**src/rtl/dhci_pkg.sv**
```systemverilog
// dhci_pkg: shared types, constants and state codes for the deflate hash chain insert block.
// No dependencies; every other file in rtl/ refers to it by scoped names.
package dhci_pkg;

  localparam int HASH_ENTRIES_DEF  = 65536;
  localparam int CHAIN_ENTRIES_DEF = 32768;
  localparam int QUEUE_DEPTH       = 4;

  localparam logic [31:0] HASH_MULT   = 32'd2654435761;
  localparam logic [14:0] WMASK_RESET = 15'h7fff;

  typedef struct packed {
    logic [15:0] position;
    logic [31:0] four_bytes;
    logic        last_of_run;
  } in_item_t;

  typedef struct packed {
    logic [15:0] previous_head;
    logic        linked;
    logic [15:0] hash_index;
    logic        last_out;
  } out_item_t;

  // classified item handed from front to back
  typedef struct packed {
    logic [15:0] position;
    logic [15:0] hash;
    logic        last;
  } queue_item_t;

  typedef struct packed {
    logic full;
    logic valid;
  } queue_status_t;

  typedef enum logic [1:0] {
    ST_CLEAR,
    ST_IDLE,
    ST_LOOKUP,
    ST_UPDATE
  } back_state_t;

endpackage

```
**src/rtl/dhci_front.sv**
```systemverilog
// dhci_front: input stage; multiplicative hash of the four-byte word, registered.
// Depends on dhci_pkg.
module dhci_front #(
  parameter int HASH_ENTRIES = dhci_pkg::HASH_ENTRIES_DEF
) (
  input  logic                   clk,
  input  logic                   rst,
  input  logic                   in_valid,
  output logic                   in_stall,
  input  dhci_pkg::in_item_t     in_data,
  input  logic                   clearing,
  input  dhci_pkg::queue_status_t q_status,
  output logic                   push,
  output dhci_pkg::queue_item_t  push_item
);

  localparam logic [15:0] HashMask = 16'(HASH_ENTRIES - 1);

  logic [31:0] prod;
  logic        s1_valid;
  logic        accept;

  assign prod      = in_data.four_bytes * dhci_pkg::HASH_MULT;
  assign push      = s1_valid & ~q_status.full;
  assign in_stall  = clearing | (s1_valid & q_status.full);
  assign accept    = in_valid & ~in_stall;

  always_ff @(posedge clk) begin
    if (rst) begin
      s1_valid <= 1'b0;
    end else if (accept) begin
      s1_valid <= 1'b1;
    end else if (push) begin
      s1_valid <= 1'b0;
    end
  end

  always_ff @(posedge clk) begin
    if (accept) begin
      push_item.position <= in_data.position;
      push_item.hash     <= prod[31:16] & HashMask;
      push_item.last     <= in_data.last_of_run;
    end
  end

endmodule

```
**config.mk**
```make
export PLATFORM = sky130hd
export DESIGN_NAME = dhci_front
export DESIGN_NICKNAME = d
export VERILOG_FILES = /design/src/rtl/dhci_pkg.sv /design/src/rtl/dhci_front.sv
export SDC_FILE = /design/constraint.sdc
export NUM_CORES = 1
export LEC_CHECK = 0
export BUFFER_PORTS_ARGS = -buffer_cell sky130_fd_sc_hd__buf_2
export CORE_UTILIZATION = 34
export CTS_BUF_LIST = sky130_fd_sc_hd__clkbuf_16
export DETAILED_ROUTE_END_ITERATION = 8
export SKIP_LAST_GASP = 1
export SYNTH_ARGS = -nofsm -noshare
export SYNTH_HDL_FRONTEND = slang
export SYNTH_SLANG_ARGS = --single-unit
```
**constraint.sdc**
```tcl
create_clock -name clk -period 8.5 [get_ports clk]
set_input_delay 0.85 -clock clk [delete_from_list [all_inputs] [get_ports clk]]
set_output_delay 0.85 -clock clk [all_outputs]
set_load 0.005 [all_outputs]
```
==> impl_metrics.xml <==
<?xml version="1.0" encoding="UTF-8"?>
<metrics>
  <group name="cts">
    <metric name="clk-insertion-delay-late" unit="ps">280</metric>
    <metric name="cts_tree" unit="">yes</metric>
    <metric name="cts.clk_slew.worst_paths" unit="ps">60</metric>
    <metric name="cts.repair.resized" unit="">0</metric>
    <metric name="ctsHtreeMaxLevel" unit="">2</metric>
    <metric name="cts-buffers-inserted" unit="">5</metric>
    <metric name="cts-hold-fix-buffers" unit="">0</metric>
    <metric name="clock_tree.root_cell" unit="">clkbuf_16</metric>
    <metric name="cts_num_sinks" unit="">34</metric>
    <metric name="cts-root-to-sink-buffers" unit="">2</metric>
    <metric name="post_cts_setup_buffers" unit="">0</metric>
  </group>
  <group name="worst_setup_path">
    <metric name="cp_data_arrival_time" unit="ps">7370</metric>
    <metric name="worst_path_largest_cell_delay" unit="ps">550</metric>
    <metric name="r2r-start" unit="">s1_valid</metric>
    <metric name="cp.buffers_inverters" unit="">9</metric>
    <metric name="cp_slowest_cell" unit="">fa_1</metric>
    <metric name="critical_path_cell_count" unit="">26</metric>
    <metric name="critical_path_peak_fanout" unit="">9</metric>
    <metric name="cp.required" unit="ps">8530</metric>
    <metric name="critical_path_end_type" unit="">flop</metric>
    <metric name="critPathLaunch" unit="">in_data[5]</metric>
    <metric name="worst_setup_path_start_kind" unit="">primary input</metric>
    <metric name="timing_worst_setup_path_type" unit="">primary input to flop</metric>
    <metric name="crit_family" unit="">adder cells</metric>
    <metric name="worstRegToRegCells" unit="">2</metric>
  </group>
  <group name="timing">
    <metric name="setup_total_negative_slack" unit="ps">0</metric>
    <metric name="finalSetupViolations" unit="">0</metric>
    <metric name="final_min_period_over_clock_period" unit="%">86.44</metric>
    <metric name="worst_slew_margin_rel" unit="%">44.45</metric>
    <metric name="final_period_minus_worst_setup_slack" unit="ps">7347</metric>
    <metric name="hold-worst-slack" unit="ps">532.6</metric>
    <metric name="clock_skew" unit="ps">5.776</metric>
    <metric name="rsz0062_at_grt" unit="">no</metric>
    <metric name="finalMaxSlewViolations" unit="">0</metric>
    <metric name="max_freq" unit="MHz">136.1</metric>
    <metric name="final-hold-violation-count" unit="">0</metric>
    <metric name="max_slew.worst_pin.slew" unit="ps">833.2</metric>
  </group>
  <group name="synthesis">
    <metric name="synth_xor_area_share" unit="%">4.418</metric>
    <metric name="net_count_of_the_mapped_netlist" unit="">1319</metric>
    <metric name="main_combinational_cell_family_by_area_after_synthesis" unit="">adder cells</metric>
    <metric name="syn_area_per_cell" unit="um^2">10.85</metric>
    <metric name="synth_seq_cells" unit="">34</metric>
    <metric name="seq_area_frac_synth" unit="%">10.62</metric>
    <metric name="ys_types" unit="">33</metric>
    <metric name="synth_compound_area_share" unit="%">2.932</metric>
    <metric name="synthAdderAreaFrac" unit="%">66.90</metric>
    <metric name="yosysWarnings" unit="">0</metric>
    <metric name="synth_top_cell_by_area" unit="">fa_1</metric>
    <metric name="yosys.area.top_type_share" unit="%">42.71</metric>
    <metric name="synth-simple-area-share" unit="%">1.670</metric>
    <metric name="post_synth_mux_area_share" unit="%">0</metric>
    <metric name="synth.area.top_cells" unit="">fa_1, ha_1, inv_1</metric>
    <metric name="syn-cell-area" unit="um^2">9515</metric>
    <metric name="postSynthCellCount" unit="">877</metric>
  </group>
  <group name="die">
    <metric name="fp.dieArea" unit="um^2">28660</metric>
    <metric name="die-height" unit="um">169.3</metric>
    <metric name="core_region_area" unit="um^2">27180</metric>
    <metric name="start_util" unit="%">35.01</metric>
    <metric name="die_w" unit="um">169.3</metric>
    <metric name="pin_count" unit="">90</metric>
    <metric name="number_of_rows_created_at_floorplan" unit="">60</metric>
  </group>
  <group name="global_route">
    <metric name="first_global_vias" unit="">6536</metric>
    <metric name="global_route.usage.total" unit="%">15.98</metric>
    <metric name="grt_max_degree" unit="">35</metric>
    <metric name="first_pass_grt_wire_length" unit="um">34450</metric>
    <metric name="grt.overflow.total" unit="">0</metric>
    <metric name="grt_antenna_before_repair" unit="">0</metric>
  </group>
  <group name="placement">
    <metric name="portBuffers" unit="">88</metric>
    <metric name="dp_hpwl" unit="um">18640</metric>
    <metric name="place.detailed.instances" unit="">1337</metric>
    <metric name="finalWeightedCongestion" unit="">0.9057</metric>
  </group>
  <group name="routing">
    <metric name="vias" unit="">5789</metric>
    <metric name="router_iterations_before_antenna_repair" unit="">4</metric>
    <metric name="wl" unit="um">20580</metric>
    <metric name="post_drt_wl_per_cell" unit="um">15.30</metric>
    <metric name="drc" unit="">0</metric>
    <metric name="detail_route.vias_per_cell" unit="">4.304</metric>
    <metric name="detailedRoute.firstIterationViolations" unit="">155</metric>
    <metric name="final_antenna_net_count" unit="">0</metric>
  </group>
  <group name="layout">
    <metric name="area.growth.synth_to_final" unit="%">11.32</metric>
    <metric name="antenna-diode-count" unit="">0</metric>
    <metric name="finalNonFillerCells" unit="">1345</metric>
    <metric name="share_of_cells_above_drive_strength_1" unit="%">10.89</metric>
    <metric name="fillerInstances" unit="">2755</metric>
    <metric name="final_net_count" unit="">1414</metric>
  </group>
  <group name="min_path">
    <metric name="worstHoldPathCells" unit="">2</metric>
    <metric name="worst_hold_startpoint" unit="">s1_valid</metric>
    <metric name="holdCritPathClass" unit="">flop to flop</metric>
  </group>
  <group name="run_status">
    <metric name="outcome" unit="">completed</metric>
  </group>
  <group name="run">
    <metric name="cap_violations" unit="">0</metric>
  </group>
</metrics>
[logic make-up (layout without fill, tap and decap cells)]
logic type | after synthesis | after routing
adder cells (fa/ha/maj) | 387 | 387
AND/OR/NAND/NOR | 33 | 33
XOR/XNOR | 48 | 48
flip-flops | 34 | 34
AO/OA/AOI/OAI | 34 | 34
buffers and inverters | 341 | 437
[area by class of cell]
| class | instances | area, um^2 | share of cell area (%) |
|---|---|---|---|
| timing repair buffer | 88 | 440.4 | 4.158 |
| sequential | 34 | 1011 | 9.544 |
| clock buffer | 5 | 125.1 | 1.181 |
| clock inverter | 3 | 45.04 | 0.4252 |
| tap | 372 | 465.4 | 4.394 |
| inverter | 341 | 1280 | 12.08 |
| multi-input combinational | 502 | 7226 | 68.21 |
[worst min-delay path, delay by kind of cell, from the launching register on]
family | cells | cell delay [ps]
AOI/OAI and AO/OA | 1 | 80
and+or+nand+nor | 1 | 80
DFF | 1 | 340
[final timing paths]
path / end / slack (ps)
worst min-delay path: s1_valid / 530
worst max-delay path: push_item[13] / 1150
worst min register to register: s1_valid / 530
worst max register to register: push_item[10] / 6920
[metal layers]
layer  share of wire (%)  vias up  global-route usage [%]
met5                   0        -                       0
met2                  50      106                   28.81
met1                  46     2901                   21.19
li1                    -     2775                       -
met4                0.52        0                   1.214
met3                 4.0        7                   2.076
[flip-flops by register name, indices dropped and copies added, names as in the netlist]
name and cells:
push_item 33, s1_valid 1
[cells in the mapped netlist (all sizes together)]
master,instances
nand4,1
nor2,13
dfxtp,1
xnor2,41
o21bai,1
edfxtp,33
a21o,4
o211a,1
nor2b,1
and4,2
o21a,2
a211oi,3
xor2,7
o21ai,7
inv,341
and2,4
ha,184
o31ai,1
nand3,4
a31oi,2
a21oi,9
fa,203
a41oi,1
nand2,5
o211ai,1
a221oi,1
nor3,3
o41ai,1
[placed cells by master (no fill, tap or decap), types with 4 or more instances in the layout]
| master | instances |
|---|---|
| xnor2_1 | 41 |
| edfxtp_1 | 33 |
| buf_2 | 88 |
| xor2_1 | 7 |
| nand3_1 | 4 |
| nand2_1 | 5 |
| a21oi_1 | 9 |
| clkbuf_16 | 5 |
| inv_1 | 341 |
| nor2_1 | 13 |
| ha_1 | 184 |
| fa_1 | 203 |
[per-stage QoR]
stage	setup slack, ps	util (%)	instance area (um^2)
finish	1153	38.98	10590
global route	871.6	38.98	10590
CTS	1128	38.98	10590
detailed placement	824.4	38.35	10420
global placement	898.2	38.35	10420
floorplan	1559	-	9515
Power is left out: the tool's default activity adds up to more than one toggle a clock period on the data nets, which glitch-free logic cannot reach.
