## src/rtl/dhci_pkg.sv

```systemverilog
// dhci_pkg: shared types, constants and state codes for the deflate hash chain insert block.
// No dependencies; every other file in rtl/ refers to it by scoped names.
package dhci_pkg;

  localparam int HASH_ENTRIES_DEF  = 65536;
  localparam int CHAIN_ENTRIES_DEF = 32768;
  localparam int QUEUE_DEPTH       = 4;

  localparam logic [31:0] HASH_MULT   = 32'd2654435761;
  localparam logic [14:0] WMASK_RESET = 15'h7fff;

  typedef struct packed {
    logic [15:0] position;
    logic [31:0] four_bytes;
    logic        last_of_run;
  } in_item_t;

  typedef struct packed {
    logic [15:0] previous_head;
    logic        linked;
    logic [15:0] hash_index;
    logic        last_out;
  } out_item_t;

  // classified item handed from front to back
  typedef struct packed {
    logic [15:0] position;
    logic [15:0] hash;
    logic        last;
  } queue_item_t;

  typedef struct packed {
    logic full;
    logic valid;
  } queue_status_t;

  typedef enum logic [1:0] {
    ST_CLEAR,
    ST_IDLE,
    ST_LOOKUP,
    ST_UPDATE
  } back_state_t;

endpackage

```

## src/rtl/dhci_fifo.sv

```systemverilog
// dhci_fifo: short queue of classified items between front and back.
// Depends on dhci_pkg.
module dhci_fifo (
  input  logic                    clk,
  input  logic                    rst,
  input  logic                    push,
  input  dhci_pkg::queue_item_t   push_item,
  input  logic                    pop,
  output dhci_pkg::queue_item_t   head_item,
  output dhci_pkg::queue_status_t status
);

  localparam int Depth = dhci_pkg::QUEUE_DEPTH;
  localparam int PtrW  = $clog2(Depth);
  localparam int CntW  = $clog2(Depth + 1);

  dhci_pkg::queue_item_t entries [Depth];
  logic [PtrW-1:0] wr_ptr;
  logic [PtrW-1:0] rd_ptr;
  logic [CntW-1:0] count;

  assign head_item    = entries[rd_ptr];
  assign status.valid = count != '0;
  assign status.full  = count == CntW'(Depth);

  always_ff @(posedge clk) begin
    if (rst) begin
      wr_ptr <= '0;
      rd_ptr <= '0;
      count  <= '0;
    end else begin
      if (push) begin
        wr_ptr <= (wr_ptr == PtrW'(Depth - 1)) ? '0 : wr_ptr + 1'b1;
      end
      if (pop) begin
        rd_ptr <= (rd_ptr == PtrW'(Depth - 1)) ? '0 : rd_ptr + 1'b1;
      end
      if (push && !pop) begin
        count <= count + 1'b1;
      end else if (pop && !push) begin
        count <= count - 1'b1;
      end
    end
  end

  always_ff @(posedge clk) begin
    if (push) begin
      entries[wr_ptr] <= push_item;
    end
  end

endmodule

```

## config.mk

```make
export PLATFORM = sky130hd
export DESIGN_NAME = dhci_fifo
export DESIGN_NICKNAME = d
export VERILOG_FILES = /design/src/rtl/dhci_pkg.sv /design/src/rtl/dhci_fifo.sv
export SDC_FILE = /design/constraint.sdc
export NUM_CORES = 1
export LEC_CHECK = 0
export BUFFER_PORTS_ARGS = -buffer_cell sky130_fd_sc_hd__buf_2
export CORE_ASPECT_RATIO = 0.6
export CORE_UTILIZATION = 40
export CTS_CLUSTER_SIZE = 14
export DETAILED_ROUTE_END_ITERATION = 16
export PLACE_DENSITY = 0.7
export SLEW_MARGIN = 20
export SYNTH_ARGS = -nofsm -noshare
export SYNTH_HDL_FRONTEND = slang
export SYNTH_SLANG_ARGS = --single-unit
```

## constraint.sdc

```tcl
create_clock -name clk -period 4.83 [get_ports clk]
set_input_delay 0.966 -clock clk [delete_from_list [all_inputs] [get_ports clk]]
set_output_delay 0.966 -clock clk [all_outputs]
set_load 0.01 [all_outputs]
```

==> flow_summary.yaml, run 1 <==
power_and_ir_drop:
  vdd_drop_max_mv: 0.2241
  leakage_uw: 0.002167
  intPower_uw: 2157
  p_per_area_nw_per_um2: 446.4
  pwr-share-seq_pct: 51.3
  clkPwrFrac_pct: 41.0
  p_sw_share_pct: 22.82
  power_frac_comb_pct: 7.7
  p_switching_uw: 637.8
drt:
  ant_nets: 0
  drc_errors: 0
  dr.first_iter.drc_count: 143
  num_vias: 2376
  post_drt_wl_per_cell_microns: 19.55
  wl_mm: 9.323
  first_pass_iters: 4
  via_per_inst: 4.981
global_route:
  grt_pass1_vias: 2558
  overflow: 0
  antenna_found_initial: 1
  grt_max_degree: 34
  grt_pass1_wl_mm: 14.22
  track_usage_pct: 15.00
timing:
  final_hold_viol_count: 0
  rsz0062_at_grt: "no"
  finalSetupTns_ps: 0
  setup_viol: 0
  relSlewSlack_pct: 37.46
  period_share_pct: 69.15
  fmax_ghz: 0.2994
  slew_violations: 0
  fin_skew_ps: 9.540
  fin_crit_ps: 3340
  max_slew.worst_pin.slew_ps: 938.1
critical_path:
  cp.depth: 3
  crit_end: "head_item[14]"
  endpoint_kind: "output port"
  path_delay_family: "flip-flops"
  r2r-end: "entries[2][0]"
  start_kind: "flop"
  path_class: "flop to output port"
  r2r_slack_ps: 3090
  worst_path_largest_cell_delay_ps: 820
  path_cells: "buf_4 > mux4_2 > buf_2"
  cp.buffers_inverters: 2
  cpMaxStageDelayCell: "dfxtp_2"
  crit-reg2reg-launch: "wr_ptr[0]"
  cp_max_fo: 21
  arrival_ps: 2370
  reg2regPathDepth: 3
  worstPathRequired_ps: 3860
yosys:
  synth_compound_area_share_pct: 0.2860
  mappedNetlistArea_sq_um: 5250
  yosys.area_share.xor_xnor_pct: 0.3337
  synthMuxAreaShare_pct: 15.13
  synthSimpleGateAreaFrac_pct: 1.501
  syn_avg_cell_area_sq_um: 24.19
  ys_types: 19
  syn_inst: 217
  synth_fp_nets: 261
  synthAdderAreaFrac_pct: 1.811
  ys_ff_latch: 141
  synth.yosys.seq_area_share_pct: 78.93
  synth_top_family_by_area: "multiplexers"
  yosysWarnings: 0
clocking:
  clockRootBuffer: "clkbuf_16"
  cts_hold_buffers: 0
  cts_max_path_buffers: 2
  cts_resized: 0
  clk_pin_slew_ps: 60
  numCtsBuffers: 17
  cts-htree-levels: 4
  insertion_delay_ps: 410
  cts_tree: "yes"
  cts_sinks: 141
  cts_setup_buffers: 0
placement:
  placed_area_sq_um: 5737
  io_buffers: 71
  gp_congestion: 0.6971
  hpwl_mm: 5.693
cells_and_area:
  multiInputGateArea_sq_um: 1006
  drive_above_1_share_pct: 44.23
  diodes: 0
  synthToLayoutAreaGrowth_pct: 19.23
  final_area_sq_um: 6260
  seq_area_sq_um: 4146
  fillCellCount: 1018
  finalCoreUtilization_pct: 50.43
  layout.nets: 344
min_path:
  hold_depth: 2
  min_path_type: "flop to flop"
floorplan:
  core_area_sq_um: 12410
  pin_count: 72
  die_w_microns: 149.9
  dieHeight_microns: 90.74
  start_util_pct: 42.30
  dieArea_sq_um: 13600
  floorplan.rows: 31
status:
  status: "finished clean"
flow_run:
  drv_cap: 0
power by group through the flow:
stage                     Combinational (uW)  Sequential, uW  Clock, uW
final                                    217            1430       1140
after floorplan                          149            1440          0
after detailed placement                 222            1460          0
after global placement                   215            1460          0
after global routing                     240            1440       1220
after CTS                                223            1440       1160
tightest hold or removal path: stages (launching register included):
cell and delay [ps]:
dfxtp_1 330, o21ai_0 90, a21oi_1 60
worst min-delay path by stage:
stage	from	end	slack, ps
global placement	count[2]	count[2]	480
global route	rd_ptr[1]	flop	570
detailed placement	count[2]	count[2]	530
CTS	count[2]	count[2]	530
finish	count[2]	count[2]	530
floorplan	count[2]	count[2]	460
registers in the layout, summed over array words and instances (netlist names), named ones only:
signal   cells
wr_ptr       2
count        3
entries    132
rd_ptr       2
area by class of cell:
cell class / count / share of cell area (%)
clock buffers: 17 / 6.796
well taps: 165 / 3.298
clock inverters: 14 / 1.559
inverters: 4 / 0.2399
repair buffers: 72 / 5.797
flip-flops and latches: 141 / 66.24
multi-input cells: 64 / 16.07
cell families (layout without fill, tap and decap cells):
logic type,after synthesis,in the layout
buffers and inverters,12,107
muxes,37,37
adders and majority gates,7,7
and+or+nand+nor,15,15
AOI/OAI and AO/OA,3,3
DFF,141,141
xor gates and xnor gates,2,2
metal layers:
layer	wire length, microns	track usage, %	up-vias
met5	10	0	-
met4	69	5.051	2
met3	711	6.818	10
met2	4329	22.22	73
met1	4203	19.53	1219
li1	-	-	1072
placed cells by master (no fill, tap or decap), types with 3 or more instances in the layout:
cell and instances:
inv_6 3, dfxtp_1 7, mux4_2 30, ha_1 6
buf_2 71, mux4_1 3, inv_1 4, and2_2 4
clkbuf_16 17, mux2i_1 4, nor2_1 7, clkinv_2 5
edfxtp_1 132, clkinv_4 4
per-stage QoR:
step           hold WS (ps)  std cells  total power (uW)  worst slack [ps]
2_1_floorplan         455.3        217              1586              2602
3_3_place_gp          483.0        446              1672              1844
3_5_place_dp          525.6        446              1682              1826
4_1_cts               533.9        477              2822              1387
5_1_grt               571.6        477              2900              1274
6_report              525.4        477              2795              1490
synth_stat cells:
| cell | count | area share (%) |
|---|---|---|
| clkbuf_1 | 1 | 0.071 |
| inv_1 | 4 | 0.29 |
| edfxtp_1 | 132 | 76 |
| nor3b_1 | 2 | 0.29 |
| mux4_1 | 3 | 1.5 |
| ha_1 | 6 | 1.4 |
| mux4_2 | 30 | 13 |
| mux2i_1 | 4 | 0.76 |
| buf_12 | 3 | 1.1 |
| nor2_1 | 7 | 0.50 |
| fa_1 | 1 | 0.38 |
| o21ai_0 | 1 | 0.095 |
| buf_6 | 1 | 0.21 |
| buf_2 | 3 | 0.29 |
| or3_1 | 2 | 0.24 |
| and2_1 | 4 | 0.48 |
| a21oi_1 | 2 | 0.19 |
| xor2_1 | 2 | 0.33 |
| dfxtp_1 | 9 | 3.4 |
Power figures use the tool's default switching activity.
==> run 2: changes to the inputs <==
Settings changed: ABC_AREA set to 1, PLACE_DENSITY 0.7 to 0.72.
Clock period 4.83 ns to 2.75 ns, I/O delays scaled along.
==> run 2 against run 1 <==
  * Worst hold slack lost 170 ps
  * Design area grew 2.6%
  * Global-route usage grew 1.0 points
  * Via count grew 36%
  * Cell count grew 34%
  * Die area grew 2.2%
  * Sequential cell count is the same
  * Non-clock buffer count grew 8
  * Power grew 82%
  * Largest power group unchanged
==> flow_summary.yaml, run 2 <==
status:
  status: "finished clean"
yosys:
  synth.yosys.seq_area_share_pct: 77.22
  synth-main-ff-cell: "edfxtp_1"
  synth_area_leader_cell: "edfxtp_1"
  yosysMostFrequentCell: "edfxtp_1"
  synth-edff-count: 132
  synth_fp_nets: 423
  synth_async_sr_flop_share_pct: 0
  synth_area_leaders: "edfxtp_1 (74%), nor2_1 (5.2%), o21ai_0 (4.8%), o22ai_1 (3.8%), dfxtp_1 (3.4%)"
  syn_avg_cell_area_sq_um: 14.16
  syn_inst: 379
  synth_top_cell_area_share_pct: 73.86
  ys_ff_latch: 141
  mappedNetlistArea_sq_um: 5366
  yosysWarnings: 0
  ys_types: 21
  synthTopCellsByCount: "edfxtp_1 (132), nor2_1 (75), o21ai_0 (51), o22ai_1 (33), o21ai_1 (18)"
clocking:
  cts-htree-levels: 4
  cts_tree: "yes"
  insertion_delay_ps: 410
  cts_max_path_buffers: 2
  clockRootBuffer: "clkbuf_16"
  cts_setup_buffers: 0
  clk_pin_slew_ps: 60
  cts_resized: 0
  cts_sinks: 141
  numCtsBuffers: 17
  cts_hold_buffers: 0
placement:
  placed_area_sq_um: 5866
  hpwl_mm: 6.724
  gp_congestion: 0.7915
  io_buffers: 71
  dp.cells: 609
critical_path:
  crit_end: "head_item[29]"
  path_class: "flop to output port"
  arrival_ps: 1860
  start_kind: "flop"
  r2r_slack_ps: 790
  crit-reg2reg-launch: "wr_ptr[0]"
  endpoint_kind: "output port"
  cp_max_fo: 36
  r2r-end: "entries[2][31]"
  worstPathRequired_ps: 2200
  reg2regPathDepth: 5
drt:
  first_pass_iters: 4
  num_vias: 3225
  via_per_inst: 5.047
  ant_nets: 0
  dr_wl_met3_microns: 668
  dr.first_iter.drc_count: 135
  wl_mm: 10.58
  post_drt_wl_per_cell_microns: 16.56
  m1WireLength_mm: 4.753
  top_layer: "met4"
  met2_length_mm: 5.075
  drc_errors: 0
floorplan:
  die_w_microns: 151.5
  start_util_pct: 41.37
  core_area_sq_um: 12970
  dieArea_sq_um: 13900
  floorplan.rows: 32
  pin_count: 72
  dieHeight_microns: 91.72
global_route:
  antenna_found_initial: 0
  track_usage_pct: 16.03
  grt_max_degree: 37
  grt_pass1_vias: 3167
  overflow: 0
  grt_pass1_wl_mm: 16.28
min_path:
  hold_depth: 1
  min_path_type: "input port to flop"
cells_and_area:
  finalCoreUtilization_pct: 49.50
  drive_above_1_share_pct: 23.45
  layout.nets: 502
  fillCellCount: 1096
  final_cell_mix: "edfxtp_1 (132), nor2_1 (75), buf_2 (71)"
  final_area_sq_um: 6421
  final_common_cell: "edfxtp_1"
  diodes: 0
  largest_reg_flops: 132
  synthToLayoutAreaGrowth_pct: 19.65
  instances_no_fill: 639
  reg_top3: "entries: 132 flops, count: 3 flops"
  top_register: "entries"
timing:
  slew_violations: 0
  max_slew.worst_pin.slew_ps: 643.8
  setup_viol: 0
  finalSetupTns_ps: 0
  fin_skew_ps: 6.375
  relSlewSlack_pct: 56.82
  period_share_pct: 87.78
  rsz0062_at_grt: "no"
  whs_ps: 352.8
  fmax_ghz: 0.4143
  fin_crit_ps: 2414
  final_hold_viol_count: 0
power_and_ir_drop:
  vdd_drop_max_mv: 0.4555
  leakage_uw: 0.002312
  p_per_area_nw_per_um2: 793.9
flow_run:
  drv_cap: 0
[run 2: changes by cell type in the layout (fill, tap and decap cells not counted), moves of 4 or more]
cell	delta
and2_2	-4
buf_4	+7
clkinv_1	+4
inv_1	+6
mux2i_1	-4
mux4_2	-30
nand2_1	+9
nor2_1	+68
o21ai_0	+50
o21ai_1	+18
o22ai_1	+33
[run 2: how the worst min path moves through the flow]
| stage | from | end | slack [ps] |
|---|---|---|---|
| floorplan | wr_ptr[1] | wr_ptr[1] | 490 |
| global placement | wr_ptr[1] | wr_ptr[1] | 500 |
| detailed placement | count[2] | count[2] | 540 |
| CTS | push_item[26] | entries[1][26] | 340 |
| global route | push_item[14] | entries[2][14] | 350 |
| finish | push_item[0] | entries[3][0] | 350 |
[run 2: critical path, stage by stage (launching register included)]
cell,delay (ps)
dfxtp_2,500
buf_4,380
o21ai_0,150
o22ai_1,250
buf_2,180
[run 2: cell families after synthesis]
family | synth area share [%]
AND/OR/NAND/NOR | 6.365
flip-flops | 77.22
AO/OA/AOI/OAI | 10.56
adder cells (fa/ha/maj) | 1.772
buffers and inverters | 3.917
XOR/XNOR | 0.1632
[run 2: layer usage]
metal,up-vias,track usage (%)
met5,-,0
li1,1553,-
met2,103,25.80
met3,9,5.423
met4,0,5.528
met1,1560,20.21
[run 2: layout make-up]
class                      count  area [sq um]  area share (%)
clock buffer                  19         432.9           6.742
inverter                      16         60.06          0.9353
sequential                   141          4145           64.56
tap                          170         212.7           3.313
clock inverter                11         122.6           1.910
multi-input combinational    202          1012           15.76
timing repair buffer          80         435.4           6.781
[run 2: power by group]
group / internal [uW] / switching, uW / total [uW]
clock: 1320 / 829 / 2150
sequential: 2450 / 36.9 / 2490
combinational: 163 / 299 / 463
[run 2: stage by stage]
step                power, uW  setup slack [ps]
floorplan                2802              1120
global placement         2978             758.9
detailed placement       2996             685.5
CTS                      5139             333.2
global route             5283             178.4
finish                   5098             336.0
==> run 3: changes to the inputs <==
Settings changed: PLACE_DENSITY 0.72 to not set, PLACE_DENSITY_LB_ADDON set to 0.08.
Clock period 2.75 ns to 2 ns, I/O delays scaled along.
==> run 3 against run 2 <==
  * Setup slack worse by 280 ps
  * Combinational power increased by 58%
  * Sequential power grew 37%
  * Design area up 5.0%
  * Non-clock buffer count increased by 12
  * Die area stayed put
  * Cell count increased by 2.2%
  * Sequential share of layout area is 3.0 points lower
  * Global-route usage is 1.2 points higher
  * Power up 47%
  * Largest power group unchanged
  * Worst hold slack worse by 150 ps
  * First-iteration DRC count up 65%
  * Largest cell class unchanged
==> flow_summary.yaml, run 3 (synthesis gave the netlist of run 2 again) <==
status:
  status: "finished clean"
power_and_ir_drop:
  leakage_uw: 0.002483
  vdd_drop_max_mv: 0.5615
  p_per_area_nw_per_um2: 1113
timing:
  fmax_ghz: 0.5148
  fin_skew_ps: 11.73
  rsz0062_at_grt: "no"
  finalSetupTns_ps: 0
  max_slew.worst_pin.slew_ps: 315.3
  relSlewSlack_pct: 78.98
  setup_ws_ps: 57.56
  final_hold_viol_count: 0
  setup_viol: 0
  period_share_pct: 97.12
  whs_ps: 201.4
  slew_violations: 0
  fin_crit_ps: 1942
floorplan:
  dieArea_sq_um: 13900
  die_w_microns: 151.5
  floorplan.rows: 32
  dieHeight_microns: 91.72
  pin_count: 72
  core_area_sq_um: 12970
  start_util_pct: 41.37
cells_and_area:
  final_cell_mix: "edfxtp_1 (132), nor2_1 (75), buf_2 (71)"
  final_common_cell: "edfxtp_1"
  synthToLayoutAreaGrowth_pct: 25.69
  seq_area_sq_um: 4151
  reg_top3: "entries: 132 flops, count: 3 flops"
  diodes: 0
  drive_above_1_share_pct: 27.33
  top_register: "entries"
  multiInputGateArea_sq_um: 1025
  largest_reg_flops: 132
  fillCellCount: 1092
  instances_no_fill: 653
  layout.nets: 514
critical_path:
  path_class: "flop to output port"
  start_kind: "flop"
  reg2regPathDepth: 5
  endpoint_kind: "output port"
  r2r-end: "entries[0][17]"
  worstPathRequired_ps: 1600
  cp_max_fo: 17
  arrival_ps: 1540
  crit-reg2reg-launch: "wr_ptr[0]"
  r2r_slack_ps: 540
flow_run:
  drv_cap: 0
clocking:
  cts_sinks: 141
  cts-htree-levels: 4
  insertion_delay_ps: 410
  cts_max_path_buffers: 2
  cts_tree: "yes"
  clk_pin_slew_ps: 60
  numCtsBuffers: 17
  cts_hold_buffers: 0
  clockRootBuffer: "clkbuf_16"
drt:
  wl_mm: 11.43
  post_drt_wl_per_cell_microns: 17.51
  dr.first_iter.drc_count: 223
  drc_errors: 0
  num_vias: 3335
  first_pass_iters: 4
  via_per_inst: 5.107
  ant_nets: 0
min_path:
  min_to: "wr_ptr[0]"
  hold_depth: 2
  min_from: "rst"
  min_path_type: "input port to flop"
global_route:
  track_usage_pct: 17.19
  grt_pass1_wl_mm: 17.28
  grt_max_degree: 36
  antenna_found_initial: 1
  overflow: 0
  grt_pass1_vias: 3146
placement:
  dp.cells: 615
  pre_cts_slack_ps: 336.5
  io_buffers: 71
  hpwl_mm: 6.568
  gp_congestion: 0.7440
[run 3: cell types whose count changed in the layout (fill, tap and decap cells not counted), moves of 3 or more]
cell      change
buf_12        +5
buf_8         +3
clkinv_1      -3
inv_6         +5
inv_8         +3
[run 3: routing by layer]
layer	GRT usage, %	wire (microns)	up-vias	part of all wire [%]
met2	23.97	4893	86	43
li1	-	-	1591	-
met3	5.274	608	4	5.3
met4	6.931	38	2	0.33
met5	0	12	-	0.10
met1	24.80	5878	1652	51
[run 3: layout make-up]
type	count	share of cell area (%)
flip-flops and latches	141	61.55
clock inverters	15	3.061
repair buffers	92	9.627
well taps	170	3.153
multi-input cells	202	15.19
inverters	16	1.113
clock buffers	17	6.307
[run 3: through the flow]
step           cell area [sq um]  utilization, %  total power, uW
3_3_place_gp                5961           45.95             4148
4_1_cts                     6600           50.88             7531
3_5_place_dp                5961           45.95             4158
5_1_grt                     6745           52.00             7801
2_1_floorplan               5366               -             3853
6_report                    6745           52.00             7510
[run 3: worst max-delay path by stage]
stage                     to       from  depth (start not counted)
5_1_grt        head_item[31]       flop                          5
3_3_place_gp        count[2]        pop                         11
3_5_place_dp   head_item[25]       flop                          4
2_1_floorplan  entries[3][0]  wr_ptr[0]                          3
4_1_cts        head_item[25]       flop                          4
6_report        head_item[0]       flop                          5
[run 3: power by group]
part	internal, uW	total (uW)	switching (uW)	leakage, uW
clock	2110	3360	1260	0.000302
sequential	3360	3410	47.8	0.00129
combinational	287	733	446	0.000892
[run 3: timing repair]
action / in CTS / in global routing
resized for setup: 2 / 20
endpoints found under the setup margin: 8 / 22
setup buffers: 0 / 4
pin swaps: 0 / 2
gates cloned: 0 / 2
[run 3: critical path, stage by stage (launching register included)]
cell and delay [ps]:
dfxtp_4 420, buf_4 150, clkbuf_16 170, o21ai_0 90
o22ai_1 150, buf_2 150
